[src/rtl/divider_timer_and_serial_shift_tick_assert.svh]
// ----------------------------------------------------------------------------
// Assertion macros for the divider / timer / serial tick block
// Concurrent checks that compile away when SYNTHESIS is defined.
// ----------------------------------------------------------------------------
`ifndef DIVIDER_TIMER_AND_SERIAL_SHIFT_TICK_ASSERT_SVH
`define DIVIDER_TIMER_AND_SERIAL_SHIFT_TICK_ASSERT_SVH
`ifndef SYNTHESIS
// same-cycle implication
`define DTS_ASSERT_IMPLIES(label, clk, rst_n, ante, cons) \
	label: assert property (@(posedge clk) disable iff (!rst_n) (ante) |-> (cons)) \
		else $error("%m: check failed");
// next-cycle implication
`define DTS_ASSERT_NEXT(label, clk, rst_n, ante, cons) \
	label: assert property (@(posedge clk) disable iff (!rst_n) (ante) |=> (cons)) \
		else $error("%m: check failed");
`else
`define DTS_ASSERT_IMPLIES(label, clk, rst_n, ante, cons)
`define DTS_ASSERT_NEXT(label, clk, rst_n, ante, cons)
`endif
`endif

[src/rtl/dts_pkg.sv]
// ----------------------------------------------------------------------------
// dts_pkg
// Types, register indexes and constants shared by the tick block.
// ----------------------------------------------------------------------------
`default_nettype none
package dts_pkg;

	typedef enum logic {
		OP_TICK  = 1'b0,
		OP_START = 1'b1
	} op_t;

	localparam int unsigned CFG_IDX_W  = 3;
	localparam int unsigned CFG_DATA_W = 13;

	localparam logic [CFG_IDX_W-1:0] CFG_TIMER_ENABLE   = 3'd0;
	localparam logic [CFG_IDX_W-1:0] CFG_TIMER_RATE     = 3'd1;
	localparam logic [CFG_IDX_W-1:0] CFG_TIMER_RELOAD   = 3'd2;
	localparam logic [CFG_IDX_W-1:0] CFG_SHIFT_PERIOD   = 3'd3;
	localparam logic [CFG_IDX_W-1:0] CFG_INTERNAL_CLOCK = 3'd4;
	localparam logic [CFG_IDX_W-1:0] CFG_LINK_CONNECTED = 3'd5;

	localparam logic [12:0] SHIFT_PERIOD_RESET = 13'd512;
	localparam logic [10:0] TIMER_PRESCALE_MAX = 11'h7FF;
	localparam logic [12:0] SHIFT_PRESCALE_MAX = 13'h1FFF;
	localparam logic [3:0]  SHIFTS_PER_BYTE    = 4'd8;
	localparam logic [7:0]  DISCONNECTED_BYTE  = 8'hFF;

	typedef struct packed {
		op_t        op;
		logic [7:0] elapsed_clocks;
		logic [7:0] start_byte;
	} item_t;

	typedef struct packed {
		logic        timer_enable;
		logic [1:0]  timer_rate_select;
		logic [7:0]  timer_reload;
		logic [12:0] serial_shift_period;
		logic        serial_internal_clock;
		logic        link_connected;
	} cfg_t;

	function automatic logic [10:0] timer_period(input logic [1:0] rate);
		logic [10:0] p;
		unique case (rate)
			2'd0: p = 11'd1024;
			2'd1: p = 11'd16;
			2'd2: p = 11'd64;
			2'd3: p = 11'd256;
			default: p = 11'd1024;
		endcase
		return p;
	endfunction

endpackage
`default_nettype wire

[src/rtl/dts_timer.sv]
// ----------------------------------------------------------------------------
// dts_timer
// Free-running divider and programmable timer counter, one step per item.
// ----------------------------------------------------------------------------
`default_nettype none
module dts_timer import dts_pkg::*; (
	input  logic       clk,
	input  logic       arst_n,
	input  logic       fire,
	input  item_t      item,
	input  cfg_t       cfg,
	output logic [7:0] divider_value,
	output logic [7:0] timer_value,
	output logic       timer_irq
);

	logic [7:0]  div_pre_q;
	logic [7:0]  div_q;
	logic [10:0] tim_pre_q;
	logic [7:0]  tim_cnt_q;
	logic        tirq_q;

	logic [8:0]  div_sum;
	logic [11:0] tim_sum;
	logic [10:0] tim_sat;
	logic [10:0] period;
	logic        tim_hit;
	logic [7:0]  cnt_inc;

	always_comb begin
		div_sum = {1'b0, div_pre_q} + {1'b0, item.elapsed_clocks};
		tim_sum = {1'b0, tim_pre_q} + {4'b0, item.elapsed_clocks};
		tim_sat = tim_sum[11] ? TIMER_PRESCALE_MAX : tim_sum[10:0];
		period  = timer_period(cfg.timer_rate_select);
		tim_hit = (tim_sat >= period);
		cnt_inc = tim_cnt_q + 8'd1;
	end

	always_ff @(posedge clk or negedge arst_n) begin
		if (!arst_n) begin
			div_pre_q <= '0;
			div_q     <= '0;
			tim_pre_q <= '0;
			tim_cnt_q <= '0;
			tirq_q    <= 1'b0;
		end else if (fire) begin
			tirq_q <= 1'b0;
			if (item.op == OP_TICK) begin
				// sum below 512: the carry is the once-per-256 bump
				div_pre_q <= div_sum[7:0];
				if (div_sum[8]) begin
					div_q <= div_q + 8'd1;
				end
				if (cfg.timer_enable) begin
					tim_pre_q <= tim_hit ? (tim_sat - period) : tim_sat;
					if (tim_hit) begin
						if (cnt_inc == 8'd0) begin
							tim_cnt_q <= cfg.timer_reload;
							tirq_q    <= 1'b1;
						end else begin
							tim_cnt_q <= cnt_inc;
						end
					end
				end
			end
		end
	end

	assign divider_value = div_q;
	assign timer_value   = tim_cnt_q;
	assign timer_irq     = tirq_q;

endmodule
`default_nettype wire

[src/rtl/dts_serial.sv]
// ----------------------------------------------------------------------------
// dts_serial
// Serial shift register with its own prescaler and eight-shift transfer.
// ----------------------------------------------------------------------------
`default_nettype none
module dts_serial import dts_pkg::*; (
	input  logic       clk,
	input  logic       arst_n,
	input  logic       fire,
	input  item_t      item,
	input  cfg_t       cfg,
	output logic [7:0] serial_data,
	output logic       serial_busy,
	output logic       serial_irq
);

	logic [12:0] pre_q;
	logic [3:0]  rem_q;
	logic [7:0]  data_q;
	logic        busy_q;
	logic        sirq_q;

	logic [12:0] period;
	logic [13:0] sum;
	logic [12:0] sat;
	logic        hit;
	logic [3:0]  rem_dec;

	always_comb begin
		period  = (cfg.serial_shift_period == 13'd0) ? 13'd1 : cfg.serial_shift_period;
		sum     = {1'b0, pre_q} + {6'b0, item.elapsed_clocks};
		sat     = sum[13] ? SHIFT_PRESCALE_MAX : sum[12:0];
		hit     = (sat >= period);
		rem_dec = rem_q - 4'd1;
	end

	always_ff @(posedge clk or negedge arst_n) begin
		if (!arst_n) begin
			pre_q  <= '0;
			rem_q  <= '0;
			data_q <= '0;
			busy_q <= 1'b0;
			sirq_q <= 1'b0;
		end else if (fire) begin
			sirq_q <= 1'b0;
			if (item.op == OP_START) begin
				// restart even if a transfer is running
				data_q <= item.start_byte;
				rem_q  <= SHIFTS_PER_BYTE;
				pre_q  <= '0;
				busy_q <= 1'b1;
			end else if (rem_q != 4'd0) begin
				pre_q <= hit ? (sat - period) : sat;
				if (hit) begin
					rem_q <= rem_dec;
					if (rem_dec == 4'd0) begin
						busy_q <= 1'b0;
						if (cfg.serial_internal_clock && !cfg.link_connected) begin
							data_q <= DISCONNECTED_BYTE;
							sirq_q <= 1'b1;
						end else begin
							data_q <= {data_q[6:0], 1'b0};
						end
					end else begin
						data_q <= {data_q[6:0], 1'b0};
					end
				end
			end
		end
	end

	assign serial_data = data_q;
	assign serial_busy = busy_q;
	assign serial_irq  = sirq_q;

endmodule
`default_nettype wire

[src/rtl/divider_timer_and_serial_shift_tick.sv]
// ----------------------------------------------------------------------------
// divider_timer_and_serial_shift_tick
// Divider, programmable timer and serial shifter stepped by tick transactions.
// ----------------------------------------------------------------------------
// Usage:
//   Input channel (tick_valid / tick_stall) carries op, elapsed_clocks and
//   start_byte. op = tick adds elapsed clocks to the divider, timer and
//   shifter prescalers; op = start loads start_byte and begins an
//   eight-shift serial transfer.
//   Result channel (result_valid / result_stall) returns one transaction per
//   input: divider, timer and serial state after that item plus the timer
//   and serial interrupt pulses of that item.
//   The input register feeds the state registers, which double as the
//   result register.
//   Throughput is one transaction per cycle while result_stall is low; the
//   prescaler add/compare/subtract path is combinational before the state.
//   When the receiver stalls, the result holds and the state freezes; the
//   input register still takes a transaction if empty, then tick_stall rises.
//   Reset clears all counters, the shifter and both valid flags, and loads
//   the configuration defaults (shift period 512, internal clock). The user
//   makes configuration writes (cfg_write_en, cfg_index, cfg_data) only
//   while the block is idle (unenforced); they take effect at the next edge.
// ----------------------------------------------------------------------------
`default_nettype none
`include "divider_timer_and_serial_shift_tick_assert.svh"
module divider_timer_and_serial_shift_tick import dts_pkg::*; (
	input  logic                  clk,
	input  logic                  arst_n,
	// configuration write port
	input  logic                  cfg_write_en,
	input  logic [CFG_IDX_W-1:0]  cfg_index,
	input  logic [CFG_DATA_W-1:0] cfg_data,
	// tick channel
	input  logic                  tick_valid,
	output logic                  tick_stall,
	input  logic                  op,
	input  logic [7:0]            elapsed_clocks,
	input  logic [7:0]            start_byte,
	// result channel
	output logic                  result_valid,
	input  logic                  result_stall,
	output logic [7:0]            divider_value,
	output logic [7:0]            timer_value,
	output logic                  timer_irq,
	output logic [7:0]            serial_data,
	output logic                  serial_busy,
	output logic                  serial_irq
);

	cfg_t  cfg_q;
	item_t item_s1;
	logic  valid_s1;
	logic  valid_q;
	logic  tick_accept;
	logic  fire;

	// Configuration registers: mask to width, ignore unknown indexes.
	always_ff @(posedge clk or negedge arst_n) begin
		if (!arst_n) begin
			cfg_q.timer_enable          <= 1'b0;
			cfg_q.timer_rate_select     <= 2'd0;
			cfg_q.timer_reload          <= 8'd0;
			cfg_q.serial_shift_period   <= SHIFT_PERIOD_RESET;
			cfg_q.serial_internal_clock <= 1'b1;
			cfg_q.link_connected        <= 1'b0;
		end else if (cfg_write_en) begin
			unique case (cfg_index)
				CFG_TIMER_ENABLE:   cfg_q.timer_enable          <= cfg_data[0];
				CFG_TIMER_RATE:     cfg_q.timer_rate_select     <= cfg_data[1:0];
				CFG_TIMER_RELOAD:   cfg_q.timer_reload          <= cfg_data[7:0];
				CFG_SHIFT_PERIOD:   cfg_q.serial_shift_period   <= cfg_data;
				CFG_INTERNAL_CLOCK: cfg_q.serial_internal_clock <= cfg_data[0];
				CFG_LINK_CONNECTED: cfg_q.link_connected        <= cfg_data[0];
				default: ;
			endcase
		end
	end

	// Stage one advances whenever the result slot is free or being taken.
	assign fire        = valid_s1 && !(valid_q && result_stall);
	assign tick_stall  = valid_s1 && valid_q && result_stall;
	assign tick_accept = tick_valid && !tick_stall;

	always_ff @(posedge clk or negedge arst_n) begin
		if (!arst_n) begin
			valid_s1 <= 1'b0;
		end else if (tick_accept) begin
			valid_s1 <= 1'b1;
		end else if (fire) begin
			valid_s1 <= 1'b0;
		end
	end

	// Input register: payload needs no reset.
	always_ff @(posedge clk) begin
		if (tick_accept) begin
			item_s1.op             <= op_t'(op);
			item_s1.elapsed_clocks <= elapsed_clocks;
			item_s1.start_byte     <= start_byte;
		end
	end

	// Result valid: set on each state update, drop once taken.
	always_ff @(posedge clk or negedge arst_n) begin
		if (!arst_n) begin
			valid_q <= 1'b0;
		end else if (fire) begin
			valid_q <= 1'b1;
		end else if (!result_stall) begin
			valid_q <= 1'b0;
		end
	end

	// State only moves on fire, so it holds steady as the stalled result.
	dts_timer u_timer (
		.clk           (clk),
		.arst_n        (arst_n),
		.fire          (fire),
		.item          (item_s1),
		.cfg           (cfg_q),
		.divider_value (divider_value),
		.timer_value   (timer_value),
		.timer_irq     (timer_irq)
	);

	dts_serial u_serial (
		.clk         (clk),
		.arst_n      (arst_n),
		.fire        (fire),
		.item        (item_s1),
		.cfg         (cfg_q),
		.serial_data (serial_data),
		.serial_busy (serial_busy),
		.serial_irq  (serial_irq)
	);

	assign result_valid = valid_q;

	// A completed unconnected transfer leaves the shifter idle and all ones.
	`DTS_ASSERT_IMPLIES(a_sirq_done, clk, arst_n, valid_q && serial_irq, !serial_busy && serial_data == DISCONNECTED_BYTE)
	// A timer wrap leaves the counter at the reload value.
	`DTS_ASSERT_IMPLIES(a_tirq_reload, clk, arst_n, valid_q && timer_irq, timer_value == cfg_q.timer_reload)
	// A held result freezes the divider and the serial data.
	`DTS_ASSERT_NEXT(a_hold_div, clk, arst_n, valid_q && result_stall, $stable(divider_value) && $stable(serial_data))

endmodule
`default_nettype wire
[config.mk]
export PLATFORM = sky130hd
export DESIGN_NAME = divider_timer_and_serial_shift_tick
export DESIGN_NICKNAME = d
export VERILOG_FILES = /design/src/rtl/dts_pkg.sv /design/src/rtl/dts_timer.sv /design/src/rtl/dts_serial.sv /design/src/rtl/divider_timer_and_serial_shift_tick.sv
export VERILOG_INCLUDE_DIRS = /design/src /design/src/rtl
export SDC_FILE = /design/constraint.sdc
export NUM_CORES = 1
export LEC_CHECK = 0
export BUFFER_PORTS_ARGS = -buffer_cell sky130_fd_sc_hd__buf_2
export CAP_MARGIN = 20
export CORE_MARGIN = 2
export CORE_UTILIZATION = 25
export CTS_CLUSTER_DIAMETER = 150
export CTS_CLUSTER_SIZE = 16
export DETAILED_ROUTE_END_ITERATION = 10
export PLACE_DENSITY_LB_ADDON = 0.15
export SYNTH_ARGS = -nofsm -noshare
export SYNTH_HDL_FRONTEND = slang
export SYNTH_SLANG_ARGS = --single-unit
[constraint.sdc]
create_clock -name clk -period 6.4 [get_ports clk]
set_input_delay 0 -clock clk [delete_from_list [all_inputs] [get_ports clk]]
set_output_delay 0 -clock clk [all_outputs]
set_load 0.02 [all_outputs]
After elaboration in Yosys (flattened, before gate mapping)
Cells that the tools add are included.

Register bits: 108. Latch bits: 0. Memory bits (writable): 0. Bits in read-only memories: 0. Bits of input ports: 38. Output and inout bits: 29. Word-level logic and storage cells: 107. Memories: 0.

Add/subtract/negate cells: 8. Multiply operators: 0. Div/mod/pow operators: 0. $lt $le $gt $ge: 2. Eq/ne operators: 9. Shifts and indexed selects: 0. Mux-type cells: 34. Bitwise operators: 1. Reduce and logical (&&, ||, !) cells: 32.

Operators by type and width (number): 13-bit 2-to-1 mux (5); 8-bit 2-to-1 mux (6); 11-bit one-hot mux with 4 select lines (1); 11-bit 2-to-1 mux (2); 1-bit 2-to-1 mux (17); 8-bit by 1-bit adder with 8-bit output, second input constant (2); 2-bit AND reduction (8); 13-bit by 8-bit adder with 14-bit output (1); 13-bit greater-or-equal comparator (1); 13-bit zero test (1); 13-bit subtractor (1); 11-bit by 8-bit adder with 12-bit output (1); 4-bit 2-to-1 mux (3); 11-bit greater-or-equal comparator (1); 11-bit subtractor (1); 8-bit by 8-bit adder with 9-bit output (1); 3-bit AND reduction (3); 8-bit zero test (1); 4-bit AND reduction (2); 2-bit nonzero test (4); 3-bit by 2-bit == test with 1-bit output, second input constant (2); 3-bit == test, second input constant (2); 1-bit logical AND (6); 2-bit == test, second input constant (2); other kinds (10) (12).

Depth between registers and ports, before layout
Word-level depth: 7. Mapped depth: 18.

Cells and area by module
Synthesis repeated with hierarchy kept, for this count alone.

Cells, all modules: 717. Area, all modules: 7120.6 sq um.

By module, submodules not included: dts_timer (instances 1, cells an instance 319, area an instance 2797.7 sq um, seq. area each 900.9 sq um); dts_serial (instances 1, cells an instance 313, area an instance 2648.8 sq um, seq. area each 675.6 sq um); divider_timer_and_serial_shift_tick (instances 1, cells an instance 85, area an instance 1674.1 sq um, seq. area each 1213.7 sq um).

Least setup slack after synthesis
No wires, ideal clock.

Path type: register -> register. From: register item_s1[9] (netlist name). To: register u_serial.pre_q[6]. Setup time: 0.135 ns. Data arrival time: 4.007 ns. Path slack: 2.258 ns. Cell stages (with the launch flop): 19. Path buffers: 2. Period minus slack after synthesis: 4.142 ns. Path through: edfxtp_1 ha_1 a21o_1 a21oi_1 o21a_1 o31ai_1 nand3_1 nand2_1 ha_1 a21o_1 a21o_1 a21o_1 nand2_1 a31oi_1 a31oi_1 clkbuf_1 buf_2 mux2i_1 o21ai_0.

Cells in the longest elaborated chain, start to end: 6.

Ends and longest elaborated chain: start: declaration (line divider_timer_and_serial_shift_tick.sv:51) `item_t item_s1;`; 13-bit by 8-bit adder with 14-bit output * (line dts_serial.sv:31) `sum = {1'b0, pre_q} + {6'b0, item.elapsed_clocks};`; 13-bit 2-to-1 mux * (line dts_serial.sv:32) `sat = sum[13] ? SHIFT_PRESCALE_MAX : sum[12:0];`; 13-bit subtractor / 13-bit greater-or-equal comparator (equally long branches) (line dts_serial.sv:53, dts_serial.sv:33); 13-bit 2-to-1 mux * (line dts_serial.sv:53) `pre_q <= hit ? (sat - period) : sat;`; 13-bit 2-to-1 mux * (line dts_serial.sv:52) `end else if (rem_q != 4'd0) begin`; 13-bit 2-to-1 mux * (line dts_serial.sv:46) `if (item.op == OP_START) begin`; end signal: assignment (line dts_serial.sv:53); end: declaration (line dts_serial.sv:17) `logic [12:0] pre_q;`.

Every way passes the cells marked *; elsewhere a longest branch is shown, timed or not. The select of a mux whose other input is x is not followed. A chain may end at the register's enable or synchronous reset.

Worst setup path after layout
From: register item_s1[9] (netlist name). To: register u_serial.data_q[3] (netlist: u_serial.serial_data[3]).

Cells in the longest elaborated chain, start to end: 5.

Ends and longest elaborated chain: 13-bit by 8-bit adder with 14-bit output (line dts_serial.sv:31); 13-bit 2-to-1 mux (line dts_serial.sv:32); 13-bit greater-or-equal comparator (line dts_serial.sv:33) `hit = (sat >= period);`; 2-bit nonzero test (no source line); 3-bit AND reduction (no source line); end signal: assignment (line dts_serial.sv:48) `data_q <= item.start_byte;`; end signal: assignment (line dts_serial.sv:62) `data_q <= {data_q[6:0], 1'b0};`; end signal: assignment (line dts_serial.sv:65) `data_q <= {data_q[6:0], 1'b0};`; end: declaration (line dts_serial.sv:19) `logic [7:0] data_q;`.

No other way between the ends.

==> flow_metrics.py <==
metrics = {
    "critical_path": {
        "crit_buf_inv": 0,
        "crit_required_ns": 6.64,
        "arrival_ns": 5.37,
        "cp_top_family": "compound AO/OA/AOI/OAI gates",
        "path_cells": "ha_1, a21o_1, a21oi_1, o21a_1, o31ai_1, nand3_1, o21ai_0, ha_1, o21ai_0, a21boi_0, o211ai_1, a31oi_1, a31oi_2, or3_1, o221a_2",
        "r2r_slack_ns": 1.27,
        "worstSetupPathType": "reg2reg",
        "cpPeakStageDelay_ns": 0.63,
        "path_max_fanout": 14,
        "endpoint_kind": "register",
        "critPathSlowestCell": "o31ai_1",
        "worstSetupStartpointType": "register",
    },
    "final_layout": {
        "design_area_sq_um": 8030,
        "area_growth_pct": 20.4,
        "diodes": 0,
        "drive_above_1_share_pct": 19.0,
        "layout.nets": 868,
        "fillers": 2777,
    },
    "timing": {
        "tightest_slew_ns": 0.901,
        "fin_tns_setup_ns": 0,
        "slew_violations": 0,
        "post-route-min-period_ns": 5.13,
        "setup_viol": 0,
        "rsz0062_at_grt": "no",
        "clock.fmax_mhz": 195,
        "finalHoldViolations": 0,
        "skew_ns": 0.0109,
        "fin_crit_sh_pct": 80.1,
        "slew_headroom_pct": 39.1,
        "final.setup.worst_slack_ns": 1.27,
    },
    "global_route": {
        "grt_overflow_total": 0,
        "antenna_found_initial": 0,
        "grt_max_degree": 51,
        "grt_pass1_vias": 5505,
        "grtUsageTotal_pct": 13.2,
        "grt_pass1_wl_mm": 29.5,
    },
    "logic_synthesis": {
        "syn_area_per_cell_sq_um": 9.77,
        "yosysWarnings": 0,
        "synthesis.area_sq_um": 6670,
        "synth_top_area_share_pct": 33.4,
        "syn_inst": 682,
        "ys_top_cells_by_count": "dfrtp_1 (89), nand2_1 (81), ha_1 (46)",
        "yosysUniqueCellTypes": 68,
        "yosysSeqAreaShare_pct": 41.9,
        "synth_edf_count": 17,
        "async_flop_share_pct": 84.3,
        "yosys.area.top_type": "dfrtp_1",
        "syn-num-nets": 770,
        "synth-main-ff-cell": "dfrtp_1",
        "synth_seq_cells": 108,
        "synth_area_leaders": "dfrtp_1 (33%), ha_1 (8.6%), edfxtp_1 (7.7%)",
        "yosysMostFrequentCell": "dfrtp_1",
    },
    "clock_network": {
        "path_clk_slew_ns": 0.08,
        "cts.sinks": 108,
        "clk_latency_ns": 0.36,
        "ctsRootBufferMaster": "clkbuf_16",
        "cts_tree": "done",
        "ctsResizeCount": 0,
        "cts_made_buffers": 9,
        "cts_max_level": 3,
        "clockBufferDepth": 2,
        "postCtsSetupBuffers": 0,
        "hold_buffers": 34,
    },
    "route": {
        "vias": 5383,
        "wl_mm": 17.9,
        "drc": 1,
        "viasPerCell": 4.81,
        "wire_per_inst_um": 16.0,
        "dr.pass1.iters": 7,
        "drtIter0Drc": 311,
        "ant_nets": 0,
    },
    "pwr": {
        "power_uw": 3650,
        "power.internal_uw": 2030,
        "pwr-share-seq_pct": 29.1,
        "clock_power_share_pct": 16.0,
        "swShare_pct": 44.4,
        "power-per-cell-area_nw_per_um2": 455,
        "leakage_uw": 0.00351,
        "power.switching_uw": 1620,
        "ir_drop_mv": 0.172,
        "pwr-share-comb_pct": 54.9,
    },
    "die": {
        "num_rows": 59,
        "die_h_um": 167,
        "pin_count": 67,
        "die_w_um": 167,
        "start_util_pct": 25.5,
        "coreArea_sq_um": 26100,
        "die_area_sq_um": 28000,
    },
    "placement": {
        "hpwl_mm": 13.4,
        "place_congestion": 0.768,
        "post_dp_cell_area_sq_um": 7380,
        "dp_slack_ns": 1.25,
        "port-buffer-count": 66,
    },
    "min_path": {
        "hold_path.class": "in2reg",
    },
    "run_status": {
        "outcome": "finished with violations",
        "violations": "DRC",
    },
    "job": {
        "drv_cap": 0,
    },
}
-- registers in the layout, summed over array words and instances (netlist names) --
register / flops
u_serial.pre_q: 13
u_serial.serial_irq: 1
u_timer.div_pre_q: 8
u_timer.timer_irq: 1
valid_s1: 1
u_serial.serial_busy: 1
u_serial.rem_q: 4
u_timer.timer_value: 8
u_serial.serial_data: 8
cfg_q: 26
result_valid: 1
u_timer.divider_value: 8
item_s1: 17
u_timer.tim_pre_q: 11
-- stage by stage --
| step | hold WS (ns) | utilization [%] | instances |
|---|---|---|---|
| floorplan | -0.296 | - | 682 |
| global placement | 0.0556 | 28.2 | 1070 |
| detailed placement | 0.0518 | 28.2 | 1070 |
| CTS | 0.0119 | 30.7 | 1120 |
| global route | 0.0223 | 30.7 | 1120 |
| finish | 0.0266 | 30.7 | 1120 |
-- kinds of logic after synthesis --
family | after synthesis | synth area share, %
fa+ha+maj | 50 | 9.83
compound gates | 165 | 17.2
simple gates | 227 | 16.6
xor+xnor | 40 | 5.26
flops | 108 | 41.9
mux | 36 | 5.95
buf+inv | 56 | 3.30
-- path summary, 6_finish.rpt --
path                            cells after the start                        to                startpoint
max in group asynchronous                           3         u_serial.rem_q[1]                    arst_n
worst max-delay path                               15   u_serial.serial_data[3]                item_s1[9]
min in group asynchronous                           2      u_timer.tim_pre_q[8]                    arst_n
worst max register to register                     15   u_serial.serial_data[3]                item_s1[9]
worst min register to register                      1  u_timer.divider_value[7]  u_timer.divider_value[7]
worst min-delay path                                3                  cfg_q[0]              cfg_index[0]
-- worst min-delay path, delay by kind of cell --
family,cells,cell delay [ns]
buf+inv,1,0.14
simple gates,1,0.07
mux,1,0.14
-- layer usage --
layer | GRT usage (%) | wire [um] | vias to the layer above
met1 | 17.7 | 8500 | 2630
met5 | 0 | 0 | -
met3 | 1.65 | 397 | 8
met4 | 3.48 | 202 | 0
met2 | 22.7 | 8780 | 54
li1 | - | - | 2691
-- placed cells by master (no fill, tap or decap), drive strengths merged, types with 8 or more instances in the layout --
cell type / Yosys / final
a21oi: 32 / 32
a21o: 11 / 11
a31oi: 10 / 10
nand4: 8 / 8
nand3: 27 / 27
nand2: 81 / 81
dfrtp: 89 / 89
edfxtp: 17 / 17
ha: 46 / 46
o221a: 10 / 10
or2: 12 / 12
nand2b: 8 / 8
xor2: 11 / 11
mux2: 29 / 29
nor3: 16 / 16
xnor2: 29 / 29
inv: 39 / 42
clkbuf: 13 / 11
nor2: 36 / 36
dlygate4sd3: 0 / 34
o21ai: 42 / 42
buf: 4 / 70
o211ai: 9 / 9
-- cell type report --
cell class	instances	area (sq um)	share of cell area, %
Tap cell	335	419	5.22
Inverter	39	146	1.82
Clock inverter	5	51.3	0.639
Clock buffer	11	254	3.16
Multi-Input combinational cell	518	3660	45.6
Timing Repair Buffer	104	703	8.76
Sequential cell	108	2790	34.8
-- power groups by stage --
stage / clock [uW] / sequential, uW / combinational (uW)
4_1_cts: 606 / 1060 / 2020
3_5_place_dp: 0 / 1080 / 1990
2_1_floorplan: 0 / 1080 / 1480
3_3_place_gp: 0 / 1080 / 2020
6_report: 583 / 1060 / 2010
5_1_grt: 639 / 1090 / 2260
Power figures use the tool's default switching activity.
